[config.mk]
export PLATFORM = sky130hd
export DESIGN_NAME = scan_code_to_ascii_decoder_top_flat
export DESIGN_NICKNAME = d
export VERILOG_FILES = /design/src/rtl/core/sc2a_pkg.sv /design/src/rtl/core/sc2a_scan_if.sv /design/src/rtl/core/sc2a_char_if.sv /design/src/rtl/core/scan_code_to_ascii_decoder_top.sv /design/src/flat_wrapper.sv
export SDC_FILE = /design/constraint.sdc
export NUM_CORES = 1
export LEC_CHECK = 0
export BUFFER_PORTS_ARGS = -buffer_cell sky130_fd_sc_hd__buf_4
export CORE_ASPECT_RATIO = 1.75
export CORE_MARGIN = 5
export CORE_UTILIZATION = 41
export DETAILED_ROUTE_END_ITERATION = 12
export GPL_TIMING_DRIVEN = 1
export PLACE_DENSITY_LB_ADDON = 0.12
export SLEW_MARGIN = 20
export SYNTH_ARGS = -nofsm -noshare
export SYNTH_HDL_FRONTEND = slang
export SYNTH_SLANG_ARGS = --single-unit
[constraint.sdc]
create_clock -name clk -period 3.5 [get_ports clk]
set_input_delay 0.7 -clock clk [delete_from_list [all_inputs] [get_ports clk]]
set_output_delay 0.7 -clock clk [all_outputs]
set_load 0.02 [all_outputs]
[src/rtl/core/sc2a_pkg.sv]
package sc2a_pkg;

  // scan code set 1 byte values
  localparam logic [7:0] PREFIX_BYTE  = 8'hE0;
  localparam logic [7:0] ROM_ROWS     = 8'h3B;
  localparam logic [6:0] CAPS_MAKE    = 7'h3A;
  localparam logic [6:0] LSHIFT_MAKE  = 7'h2A;
  localparam logic [6:0] RSHIFT_MAKE  = 7'h36;
  localparam logic [6:0] CTRL_MAKE    = 7'h1D;
  localparam logic [6:0] ALT_MAKE     = 7'h38;
  localparam logic [6:0] FIRST_LETTER = 7'h0E;

  // one decoded result beat
  typedef struct packed {
    logic       char_valid;
    logic [6:0] char_code;
    logic       unknown_key;
    logic       ctrl_down;
    logic       shift_down;
    logic       alt_down;
    logic       caps_on;
  } result_t;

  // character table: {shifted, plain} per make code
  function automatic logic [13:0] key_rom(input logic [5:0] row);
    logic [13:0] ent;
    unique case (row)
      6'h01: ent = {7'h1B, 7'h1B};
      6'h02: ent = {7'h21, 7'h31};
      6'h03: ent = {7'h40, 7'h32};
      6'h04: ent = {7'h23, 7'h33};
      6'h05: ent = {7'h24, 7'h34};
      6'h06: ent = {7'h25, 7'h35};
      6'h07: ent = {7'h5E, 7'h36};
      6'h08: ent = {7'h26, 7'h37};
      6'h09: ent = {7'h2A, 7'h38};
      6'h0A: ent = {7'h28, 7'h39};
      6'h0B: ent = {7'h29, 7'h30};
      6'h0C: ent = {7'h5F, 7'h2D};
      6'h0D: ent = {7'h2B, 7'h3D};
      6'h0E: ent = {7'h08, 7'h08};
      6'h0F: ent = {7'h09, 7'h09};
      6'h10: ent = {7'h51, 7'h71};
      6'h11: ent = {7'h57, 7'h77};
      6'h12: ent = {7'h45, 7'h65};
      6'h13: ent = {7'h52, 7'h72};
      6'h14: ent = {7'h54, 7'h74};
      6'h15: ent = {7'h59, 7'h79};
      6'h16: ent = {7'h55, 7'h75};
      6'h17: ent = {7'h49, 7'h69};
      6'h18: ent = {7'h4F, 7'h6F};
      6'h19: ent = {7'h50, 7'h70};
      6'h1A: ent = {7'h7B, 7'h5B};
      6'h1B: ent = {7'h7D, 7'h5D};
      6'h1C: ent = {7'h0D, 7'h0D};
      6'h1E: ent = {7'h41, 7'h61};
      6'h1F: ent = {7'h53, 7'h73};
      6'h20: ent = {7'h44, 7'h64};
      6'h21: ent = {7'h46, 7'h66};
      6'h22: ent = {7'h47, 7'h67};
      6'h23: ent = {7'h48, 7'h68};
      6'h24: ent = {7'h4A, 7'h6A};
      6'h25: ent = {7'h4B, 7'h6B};
      6'h26: ent = {7'h4C, 7'h6C};
      6'h27: ent = {7'h3A, 7'h3B};
      6'h28: ent = {7'h22, 7'h27};
      6'h29: ent = {7'h7E, 7'h60};
      6'h2B: ent = {7'h7C, 7'h5C};
      6'h2C: ent = {7'h5A, 7'h7A};
      6'h2D: ent = {7'h58, 7'h78};
      6'h2E: ent = {7'h43, 7'h63};
      6'h2F: ent = {7'h56, 7'h76};
      6'h30: ent = {7'h42, 7'h62};
      6'h31: ent = {7'h4E, 7'h6E};
      6'h32: ent = {7'h4D, 7'h6D};
      6'h33: ent = {7'h3C, 7'h2C};
      6'h34: ent = {7'h3E, 7'h2E};
      6'h35: ent = {7'h3F, 7'h2F};
      6'h37: ent = {7'h2A, 7'h2A};
      6'h39: ent = {7'h20, 7'h20};
      default: ent = 14'h0;
    endcase
    return ent;
  endfunction

  // digit and punctuation keys: only shift picks the second column
  function automatic logic shift_only_key(input logic [6:0] code);
    return (code < FIRST_LETTER) || code == 7'h29 || code == 7'h1A ||
           code == 7'h1B || code == 7'h2B || code == 7'h27 || code == 7'h28 ||
           code == 7'h33 || code == 7'h34 || code == 7'h35;
  endfunction

endpackage

[src/rtl/core/sc2a_scan_if.sv]
interface sc2a_scan_if;
  logic       valid;
  logic       ready;
  logic [7:0] scan_byte;

  modport source (output valid, output scan_byte, input ready);
  modport sink (input valid, input scan_byte, output ready);
endinterface

[src/rtl/core/sc2a_char_if.sv]
interface sc2a_char_if;
  logic       valid;
  logic       ready;
  logic       char_valid;
  logic [6:0] char_code;
  logic       unknown_key;
  logic       ctrl_down;
  logic       shift_down;
  logic       alt_down;
  logic       caps_on;

  modport source (output valid, output char_valid, output char_code, output unknown_key,
                  output ctrl_down, output shift_down, output alt_down, output caps_on,
                  input ready);
  modport sink (input valid, input char_valid, input char_code, input unknown_key,
                input ctrl_down, input shift_down, input alt_down, input caps_on,
                output ready);
endinterface

[src/rtl/core/scan_code_to_ascii_decoder_top.sv]
// Scan code set 1 keyboard decoder.
// Channel scan carries one raw keyboard byte per beat; channel chars returns
// exactly one result beat per accepted byte: an ASCII character when one is
// produced, an unknown-key flag, and the ctrl, shift, alt and caps lock state
// as it stands after that byte. A 0xE0 byte only arms the extended prefix.
// The result is registered: it is held in the result register, or in the skid register behind a stalled result.
// Throughput: one byte per cycle while chars is not stalled; the table lookup and flag update sit between
// the accept edge and the result register, so nothing limits the rate below one.
// A stalled receiver does not stop input at once: one further byte is taken
// into a skid register, after which scan ready drops until chars drains.
// Reset (rst, synchronous, active high) clears all modifier flags and the prefix
// flag and empties both result registers; scan ready is high in the first cycle after.
module scan_code_to_ascii_decoder_top
  import sc2a_pkg::*;
(
  input logic             clk,
  input logic             rst,
  sc2a_scan_if.sink       scan,
  sc2a_char_if.source     chars
);

  logic    ctrl_flag, shift_flag, alt_flag, caps_flag, prefix_pending;
  logic    ctrl_next, shift_next, alt_next, caps_next, prefix_next;
  logic    out_valid, skid_valid;
  result_t out_data, skid_data;
  result_t res;
  logic    accept;
  logic    ext;
  logic    is_prefix, is_break, handled, second;
  logic [6:0]  code7;
  logic [13:0] rom_ent;
  logic [6:0]  ch;

  assign scan.ready = !skid_valid;
  assign accept     = scan.valid && scan.ready;

  // decode of the incoming byte
  assign ext       = prefix_pending;
  assign code7     = scan.scan_byte[6:0];
  assign is_prefix = scan.scan_byte == PREFIX_BYTE;
  assign is_break  = scan.scan_byte[7];
  assign handled   = ext ? (code7 == CTRL_MAKE || code7 == ALT_MAKE)
                         : (code7 != 7'h0 && scan.scan_byte < ROM_ROWS);
  assign second    = (!ext && shift_only_key(code7)) ? shift_flag
                                                     : (shift_flag ^ caps_flag);
  assign rom_ent   = key_rom(code7[5:0]);
  assign ch        = second ? rom_ent[13:7] : rom_ent[6:0];

  // flag updates and result assembly
  always_comb begin
    ctrl_next   = ctrl_flag;
    shift_next  = shift_flag;
    alt_next    = alt_flag;
    caps_next   = caps_flag;
    prefix_next = 1'b0;
    res         = '0;
    if (is_prefix) begin
      prefix_next = 1'b1;
    end else if (is_break) begin
      if (code7 == CTRL_MAKE) begin
        ctrl_next = 1'b0;
      end else if (!ext && (code7 == LSHIFT_MAKE || code7 == RSHIFT_MAKE)) begin
        shift_next = 1'b0;
      end else if (code7 == ALT_MAKE) begin
        alt_next = 1'b0;
      end
    end else if (handled) begin
      if (ch != 7'h0) begin
        res.char_valid = 1'b1;
        res.char_code  = ch;
      end else if (code7 == CTRL_MAKE) begin
        ctrl_next = 1'b1;
      end else if (code7 == LSHIFT_MAKE || code7 == RSHIFT_MAKE) begin
        shift_next = 1'b1;
      end else if (code7 == ALT_MAKE) begin
        alt_next = 1'b1;
      end else if (code7 == CAPS_MAKE) begin
        caps_next = !caps_flag;
      end
    end else begin
      res.unknown_key = 1'b1;
    end
    res.ctrl_down  = ctrl_next;
    res.shift_down = shift_next;
    res.alt_down   = alt_next;
    res.caps_on    = caps_next;
  end

  // state flags, result register and skid register
  always_ff @(posedge clk) begin
    if (rst) begin
      ctrl_flag      <= 1'b0;
      shift_flag     <= 1'b0;
      alt_flag       <= 1'b0;
      caps_flag      <= 1'b0;
      prefix_pending <= 1'b0;
      out_valid      <= 1'b0;
      skid_valid     <= 1'b0;
    end else begin
      if (accept) begin
        ctrl_flag      <= ctrl_next;
        shift_flag     <= shift_next;
        alt_flag       <= alt_next;
        caps_flag      <= caps_next;
        prefix_pending <= prefix_next;
      end
      if (!out_valid || chars.ready) begin
        if (skid_valid) begin
          out_valid  <= 1'b1;
          skid_valid <= 1'b0;
        end else begin
          out_valid <= accept;
        end
      end else if (accept) begin
        skid_valid <= 1'b1;
      end
    end
  end

  // payload registers
  always_ff @(posedge clk) begin
    if (!out_valid || chars.ready) begin
      out_data <= skid_valid ? skid_data : res;
    end else if (accept) begin
      skid_data <= res;
    end
  end

  assign chars.valid       = out_valid;
  assign chars.char_valid  = out_data.char_valid;
  assign chars.char_code   = out_data.char_code;
  assign chars.unknown_key = out_data.unknown_key;
  assign chars.ctrl_down   = out_data.ctrl_down;
  assign chars.shift_down  = out_data.shift_down;
  assign chars.alt_down    = out_data.alt_down;
  assign chars.caps_on     = out_data.caps_on;

  // skid holds a beat only behind a stalled result
  assert property (@(posedge clk) disable iff (rst) skid_valid |-> out_valid)
    else $error("skid register full while result register empty");

  // a character result never carries the unknown-key flag and is never zero
  assert property (@(posedge clk) disable iff (rst)
    (out_valid && out_data.char_valid) |-> (!out_data.unknown_key && out_data.char_code != 7'h0))
    else $error("malformed character result");

  // an accepted prefix byte arms the prefix flag
  assert property (@(posedge clk) disable iff (rst)
    (accept && is_prefix) |=> prefix_pending)
    else $error("prefix byte did not arm prefix flag");

  // a byte accepted during a stall fills the skid and blocks input
  assert property (@(posedge clk) disable iff (rst)
    (out_valid && !chars.ready && accept) |=> !scan.ready)
    else $error("input not blocked after skid fill");

endmodule

[src/flat_wrapper.sv]
// flat-port wrapper written by rule: the top's interface ports become plain ports
module scan_code_to_ascii_decoder_top_flat import sc2a_pkg::*;
  (clk, rst, scan_valid, scan_scan_byte, scan_ready, chars_valid, chars_char_valid, chars_char_code, chars_unknown_key, chars_ctrl_down, chars_shift_down, chars_alt_down, chars_caps_on, chars_ready);
  sc2a_scan_if scan_i ();
  sc2a_char_if chars_i ();
  input logic clk;
  input logic rst;
  input wire logic [$bits(scan_i.valid)-1:0] scan_valid;
  input wire logic [$bits(scan_i.scan_byte)-1:0] scan_scan_byte;
  output wire logic [$bits(scan_i.ready)-1:0] scan_ready;
  output wire logic [$bits(chars_i.valid)-1:0] chars_valid;
  output wire logic [$bits(chars_i.char_valid)-1:0] chars_char_valid;
  output wire logic [$bits(chars_i.char_code)-1:0] chars_char_code;
  output wire logic [$bits(chars_i.unknown_key)-1:0] chars_unknown_key;
  output wire logic [$bits(chars_i.ctrl_down)-1:0] chars_ctrl_down;
  output wire logic [$bits(chars_i.shift_down)-1:0] chars_shift_down;
  output wire logic [$bits(chars_i.alt_down)-1:0] chars_alt_down;
  output wire logic [$bits(chars_i.caps_on)-1:0] chars_caps_on;
  input wire logic [$bits(chars_i.ready)-1:0] chars_ready;
  assign scan_i.valid = scan_valid;
  assign scan_i.scan_byte = scan_scan_byte;
  assign scan_ready = scan_i.ready;
  assign chars_valid = chars_i.valid;
  assign chars_char_valid = chars_i.char_valid;
  assign chars_char_code = chars_i.char_code;
  assign chars_unknown_key = chars_i.unknown_key;
  assign chars_ctrl_down = chars_i.ctrl_down;
  assign chars_shift_down = chars_i.shift_down;
  assign chars_alt_down = chars_i.alt_down;
  assign chars_caps_on = chars_i.caps_on;
  assign chars_i.ready = chars_ready;
  scan_code_to_ascii_decoder_top u_core (.clk(clk), .rst(rst), .scan(scan_i), .chars(chars_i));
endmodule
==> results list, run 1 <==
- The run finished with clean final reports.
- Leading area contributor after synthesis: edfxtp_1
- Gate power share: 0.285
* Max Clock Freq: 300 MHz
* Areal power density over the cells: roughly 320 nW/um^2
- Switching part of the total power: 0.281
- Effective utilization at floorplan: 0.414
* Die area: 9440 um^2
* TritonCTS clock tree: built
- At the placement stage, the worst setup path has a slack of -73.3 ps.
* Die Span Y: 125 um
- By instance count, the leading cell after synthesis is nor2_1.
- Routability congestion estimate: 0.930
- Biggest area contributors in the synthesized netlist: edfxtp_1 25%, ha_1 5.3%, nor2_1 4.7%, dfxtp_1 4.5%, nand2_1 4.1%
* Synthesized instance count: 368
- CP endpoint kind: register
- Number of global-route vias before repair: 3144
- Wire per inst: 19.0 um
- The number of antenna violations at the first check in global routing is 0.
- 0 antenna diodes ended up in the layout.
* Final max-slew violation count: 0
- In this run the core area contains between 40 and 50 standard-cell rows.
- In the synthesized netlist the dominant register cell turns out to be edfxtp_1.
* Post-synth EDFFs: 26
* Total GRT Usage: 0.217
* Number of iterations in the first detailed-routing pass: 4
- Share of flip-flops with an asynchronous set or reset after synthesis: 0
- Transition time at the pin with the least slew margin: about 690 ps
* I/O pin count: 27
- Most instantiated cells after synthesis: 39 x nor2_1, 34 x nand2_1, 26 x edfxtp_1
- Clock insertion delay at the later pin of the skew report: roughly 270 ps
* Part of the Yosys area used for sequential elements: 0.298
- During placement, the flow inserted port buffers numbering 26.
* Postcts setup bufs: 0
- For this design, the sink count on the clock tree is 33.
* Post-layout minimum cycle time: roughly 3300 ps
- The area growth from synthesis to layout is 24.3%.
- Across all hold checks on the routed design, the worst slack comes to 487 ps.
- The die is 75.6 um wide.
* Final Hold Vio Count: 0
* Clock share of power: 0.350
* Dpl hpwl: around 8000 um
- The tree is rooted in a clkbuf_16.
- The worst setup path is of the input port to register kind.
* Number of synthesized register bits: 33
- Leakage power of the design: 1.58 nW
- u_core.skid_data holds more flip-flops than any other register.
* Number of nets in the finished design: roughly 460
- Number of flip-flops in the largest register: 13
- Of the total power, registers draw 0.365.
- Once routing completed, OpenROAD measured the worst setup slack at 162 ps.
* Post-synthesis average cell area: 8.39 um^2
- STA puts the critical path data required time at 3520 ps.
- Clock Skew: 2.22 ps
- The longest clock path from root to sink contains 2 buffers.
- Yosys Warn Count: 0
- Max-Cap Viols: 0
- The count of nets left with antenna violations once routing finished came out at 0.
* Setup violators final: 0
* Maximum number of pins on one net before global-route repair: between 40 and 50
* Fraction of final layout cells sized beyond drive strength 1: 0.265
- DRC violation count after routing: 0
* Mapped Nets: 393
* Distinct cell type count of the synthesized netlist: 71
- Average vias per placed instance: 5.95
- VDD sags by at most 0.155 mV.
- CP max FO: 8
- Worst slew slack as a fraction of its limit: 0.541
* Total of cells resized after clock tree synthesis: 0
* Kind of start point of the critical path: input port
- Number of violations reported at the end of detailed-routing iteration 0: 107
- Total power: 1.22 mW
* Area inside the core boundary: about 7500 um^2
* Via count: just over 3000
* Fillcell total: around 730
- Hold_buf cts: 0
* Final cycle utilization of the critical path: 0.954
* CTS HTree Levels: 2
- Clock-pin slew on the worst setup and hold paths: 50 ps
- Counting the buffers created by CTS gives 5.
- The min-delay analysis places its worst path in the category register to register.
- Total wire length: 9920 um
- Global routing finished with a remaining overflow of 0.
- The first global-routing pass estimated between 15000 and 20000 um of wire.
- Pint: roughly 0.87 mW
- For this design the total switching power over the nets is 0.341 mW.
- The share of synthesized area in the top cell type comes to 0.253.
* Arrival time at the worst endpoint: 3360 ps
- The synthesized netlist occupies a cell area of 3090 um^2.
- Setup repair after global routing left no endpoint under its margin.
area by class of cell:
class                           count  area, um^2  area share
Sequential cell                    33         921       0.240
Clock buffer                        8         146      0.0381
Inverter                           10        37.5     0.00978
Timing Repair Buffer               86         658       0.171
Multi-Input combinational cell    297        1970       0.512
Tap cell                           88         110      0.0287
per-layer routing:
layer / track usage / routed length (um)
met1: 0.216 / 3490
met2: 0.387 / 5400
met3: 0.0153 / 340
met4: 0.167 / 692
met5: 0 / 0
power groups by stage:
stage	logic [mW]	registers, mW	clock network, mW
6_report	0.346	0.444	0.425
5_1_grt	0.374	0.445	0.453
4_1_cts	0.345	0.445	0.435
3_5_place_dp	0.344	0.452	0
3_3_place_gp	0.345	0.451	0
2_1_floorplan	0.185	0.467	0
layout by cell type (no fill, tap or decap), drive strengths merged, types with 4 or more instances in the layout:
cell type	n
buf	86
nor2	40
nand2	34
edfxtp	26
nand2b	18
a21oi	18
o21ai	18
nor2b	13
ha	13
nand3	11
o31ai	10
inv	9
o211ai	9
mux2i	9
mux2	8
clkbuf	8
nor3	7
dfxtp	7
nand4	6
a31oi	6
o221ai	5
o21a	5
and3	4
o311ai	4
o22ai	4
a311oi	4
or3	4
critical path, cell delays in order:
cell	delay, ps
buf_4	130
inv_1	130
ha_1	380
nand2b_1	190
o211a_1	250
a311oi_1	530
a311oi_2	140
and3_1	220
a22oi_1	250
xnor2_1	160
mux2_2	280
stage by stage:
step	area, um^2	setup TNS [ps]	instances	util
after floorplan	3090	0	368	-
after global placement	3690	-84.3	514	0.495
after detailed placement	3690	-136	514	0.495
after CTS	3840	0	522	0.514
after global routing	3840	0	522	0.514
final	3840	0	522	0.514
cells by family (layout without fill, tap and decap cells):
family          after synthesis  after routing  share of synthesized area
fa+ha+maj                    13             13                     0.0527
simple gates                153            153                      0.250
xor+xnor                      2              2                    0.00567
buf+inv                      38            104                     0.0652
mux                          17             17                     0.0596
flops                        33             33                      0.298
compound gates              112            112                      0.268
worst paths after layout:
path,to,cells after the start,startpoint,slack [ps]
hold reg to reg,u_core.alt_flag$_SDFFE_PP0P_,2,u_core.alt_flag$_SDFFE_PP0P_,490
setup / recovery,u_core.chars.caps_on$_DFFE_PP_,11,scan_scan_byte[1],160
setup reg to reg,u_core.chars.shift_down$_DFFE_PP_,8,u_core.caps_flag$_SDFFE_PP0P_,1050
hold / removal,u_core.alt_flag$_SDFFE_PP0P_,2,u_core.alt_flag$_SDFFE_PP0P_,490
No activity file was read; power rests on OpenSTA's default activity.
==> run 2, diff against run 1 <==
--- a/config.mk
+++ b/config.mk
@@ -9,6 +9,7 @@
 export CORE_ASPECT_RATIO = 1.75
 export CORE_MARGIN = 5
 export CORE_UTILIZATION = 41
+export CTS_BUF_LIST = sky130_fd_sc_hd__clkbuf_16
 export DETAILED_ROUTE_END_ITERATION = 12
 export GPL_TIMING_DRIVEN = 1
 export PLACE_DENSITY_LB_ADDON = 0.12
==> results list, run 2 (same netlist as run 1, synthesis figures left out) <==
* Placed Cells: 514 (unchanged)
* Number of violations reported at the end of detailed-routing iteration 0: 102 (-4.7%)
- Worst Hold Launch: u_core.alt_flag$_SDFFE_PP0P_
- The global-route wire length before repair is 15600 um (+0.18%).
- The peak supply drop was 0.156 mV (+0.29%).
* Clock insertion delay at the later pin of the skew report: 270 ps (about the same)
* Total wire length: 9920 um (about the same)
- Via count: 3112 (+0.19%)
- From synthesis to final layout, the design area changed by 24.0%.
* Leakage power of the design: 1.58 nW (+0.17%)
- The final net count is 458 (unchanged).
- Worst Hold Depth: 2 (unchanged)
- Routability congestion estimate: 0.930 (unchanged)
* Wire per inst: 19.0 um (about the same)
* Effective utilization at floorplan: 0.414 (unchanged)
- The final standard cell utilization of the core came to 0.513 (-0.00134).
* I/O pin count: 27 (unchanged)
- Hold_buf cts: 0 (unchanged)
- The DRC violations left came to 0 (unchanged).
* Clk Tree Root Cell: clkbuf_16
- The overall die height is 125 um (unchanged).
- The floorplan die area came to 9440 um^2 (unchanged).
* Worst setup slack after layout: 150 ps (-12.4 ps)
- Final max-slew violation count: 0 (unchanged)
* Post-layout instance count excluding filler cells: 522 (unchanged)
* Sink count of the clock tree: 33 (unchanged)
- The detailed-route vias per instance came to 5.96 (+0.19%).
- Status: finished clean
- The half-perimeter wire length after placement is 7940 um (unchanged).
* Design area: 3830 um^2 (-0.26%)
- Maximum clock insertion buffer count: 2 (unchanged)
* Leading cell type in the layout, fill and taps excluded: buf_4
- Clock-pin slew on the worst setup and hold paths: 50 ps (about the same)
- TritonCTS built the clock tree.
- The setup path with the least slack is of type input port to register.
- Worst reg2reg startpoint: u_core.caps_flag$_SDFFE_PP0P_
- The number of global-route vias before repair is 3144 (unchanged).
* Register-to-Register Setup Slack: 1040 ps (about the same)
- The area inside the core boundary came to 7460 um^2 (unchanged).
- Hold-critical path endpoint: u_core.alt_flag$_SDFFE_PP0P_
- The number of antenna-violating nets in the routed design came to 0 (unchanged).
- The post-cts gate resize count is 0 (unchanged).
- GRT Residual Overflow: 0 (unchanged)
- Clock Skew: 2.88 ps (+0.665 ps)
- The antenna diode count was 0 (unchanged).
- The data required time at the worst endpoint came to 3530 ps (about the same).
- The pin slew with the least headroom to its limit came to 692 ps (+3.27 ps).
- Register with the most flip-flops: u_core.skid_data
* Worst slew slack as a fraction of its limit: 0.539 (-0.00218)
- STA classifies the critical path startpoint as an input port.
* Number of flip-flops in the largest register: 13 (unchanged)
- Areal power density over the cells: 311 nW/um^2 (-1.9%)
- The post-layout total power is 1.19 mW (-2.2%).
- The final hold violation count came to 0 (unchanged).
- Worst R2R Path Depth: 8 (unchanged)
- Total GRT Usage: 0.217 (+0.000316)
- Max-Cap Viols: 0 (unchanged)
* Number of standard-cell rows in the floorplan: 42 (unchanged)
- The final period demand of the worst path was 3350 ps (+12.4 ps).
* CTS HTree Levels: 2 (unchanged)
- The placement-stage worst setup slack is -73.3 ps (unchanged).
* Delay contributed by the slowest stage of the critical path: 530 ps (about the same)
- The number of CTS-inserted buffers was 5 (unchanged).
- The proportion of layout cells with a drive suffix above 1 was 0.263 (-0.00230).
- Arrival time at the worst endpoint: 3380 ps (+20 ps)
- The number of antenna violations at the first check in global routing is 0 (unchanged).
- The count of input and output buffers is 26 (unchanged).
* Setup violators final: 0 (unchanged)
- The maximum number of pins on one net before global-route repair is 48 (unchanged).
* Worst min path class: register to register
- The worst setup path is captured at a register.
- Postcts setup bufs: 0 (unchanged)
* Setup repair after global routing missed its margin: false
* Number of iterations in the first detailed-routing pass: 4 (unchanged)
- Critical path, cell by cell: buf_4, inv_1, ha_1, nand2b_1, o211a_1, a311oi_1, a311oi_2, and3_1, a22oi_1, xnor2_1, mux2_2
- The x dimension of the die was 75.6 um (unchanged).
- The largest fanout on the critical path was 8 (unchanged).
- The share of the clock period used by the worst path after layout is 0.957 (+0.00353).
* Highest-count cells in the layout ignoring fill and taps: 85 x buf_4, 39 x nor2_1, 34 x nand2_1
* Max Clock Freq: 298 MHz (-0.37%)
- On the critical path, the stage with the largest delay is an instance of a311oi_1.
- The post-place instance area is 3690 um^2 (unchanged).
- Capture instance of the worst register-to-register path: u_core.chars.shift_down$_DFFE_PP_
## run 2: cell count changes in the layout (fill, tap and decap cells not counted), sizes merged
| cell | delta |
|---|---|
| clkbuf | -3 |
| inv | +2 |
| clkinv | +1 |
## run 2: worst max-delay path by stage
| stage | from | endpoint | slack [ps] | cells past startpoint |
|---|---|---|---|---|
| floorplan | scan_scan_byte[1] | u_core.chars.shift_down$_DFFE_PP_ | 100 | 11 |
| global placement | scan_scan_byte[0] | u_core.chars.shift_down$_DFFE_PP_ | -50 | 12 |
| detailed placement | scan_scan_byte[0] | u_core.chars.caps_on$_DFFE_PP_ | -70 | 11 |
| CTS | scan_scan_byte[0] | u_core.chars.shift_down$_DFFE_PP_ | 210 | 12 |
| global route | scan_scan_byte[0] | u_core.chars.shift_down$_DFFE_PP_ | 70 | 12 |
| finish | scan_scan_byte[1] | u_core.chars.caps_on$_DFFE_PP_ | 150 | 11 |
## run 2: area by class of cell
| cell class | instances | area (um^2) |
|---|---|---|
| Tap cell | 88 | 110 |
| Inverter | 10 | 37.5 |
| Sequential cell | 33 | 921 |
| Clock inverter | 3 | 11.3 |
| Timing Repair Buffer | 86 | 658 |
| Multi-Input combinational cell | 297 | 1970 |
| Clock buffer | 5 | 125 |
| Fill cell | 731 | 3630 |
## run 2: worst max-delay path, delay by kind of cell
kind | cells | cell delay, ps
AO/OA/AOI/OAI | 4 | 1170
AND/OR/NAND/NOR | 2 | 410
adder cells (fa/ha/maj) | 1 | 380
multiplexers | 1 | 280
buffers and inverters | 2 | 260
XOR/XNOR | 1 | 170
## run 2: metal layers
metal / track usage / wire length, um / part of all wire
met1: 0.217 / 3480 / 0.35
met2: 0.387 / 5440 / 0.55
met3: 0.0153 / 353 / 0.036
met4: 0.167 / 649 / 0.065
met5: 0 / 0 / 0
## run 2: per-stage QoR
step | hold slack [ps] | TNS (ps)
floorplan | 451 | 0
global placement | 461 | -84.3
detailed placement | 475 | -136
CTS | 483 | 0
global route | 509 | 0
finish | 483 | 0
## run 2: where the power goes
group	leakage (nW)	switching (mW)	internal (mW)
clock	0.0738	0.144	0.255
sequential	0.322	0.00447	0.439
combinational	1.19	0.194	0.151
total	1.58	0.343	0.846
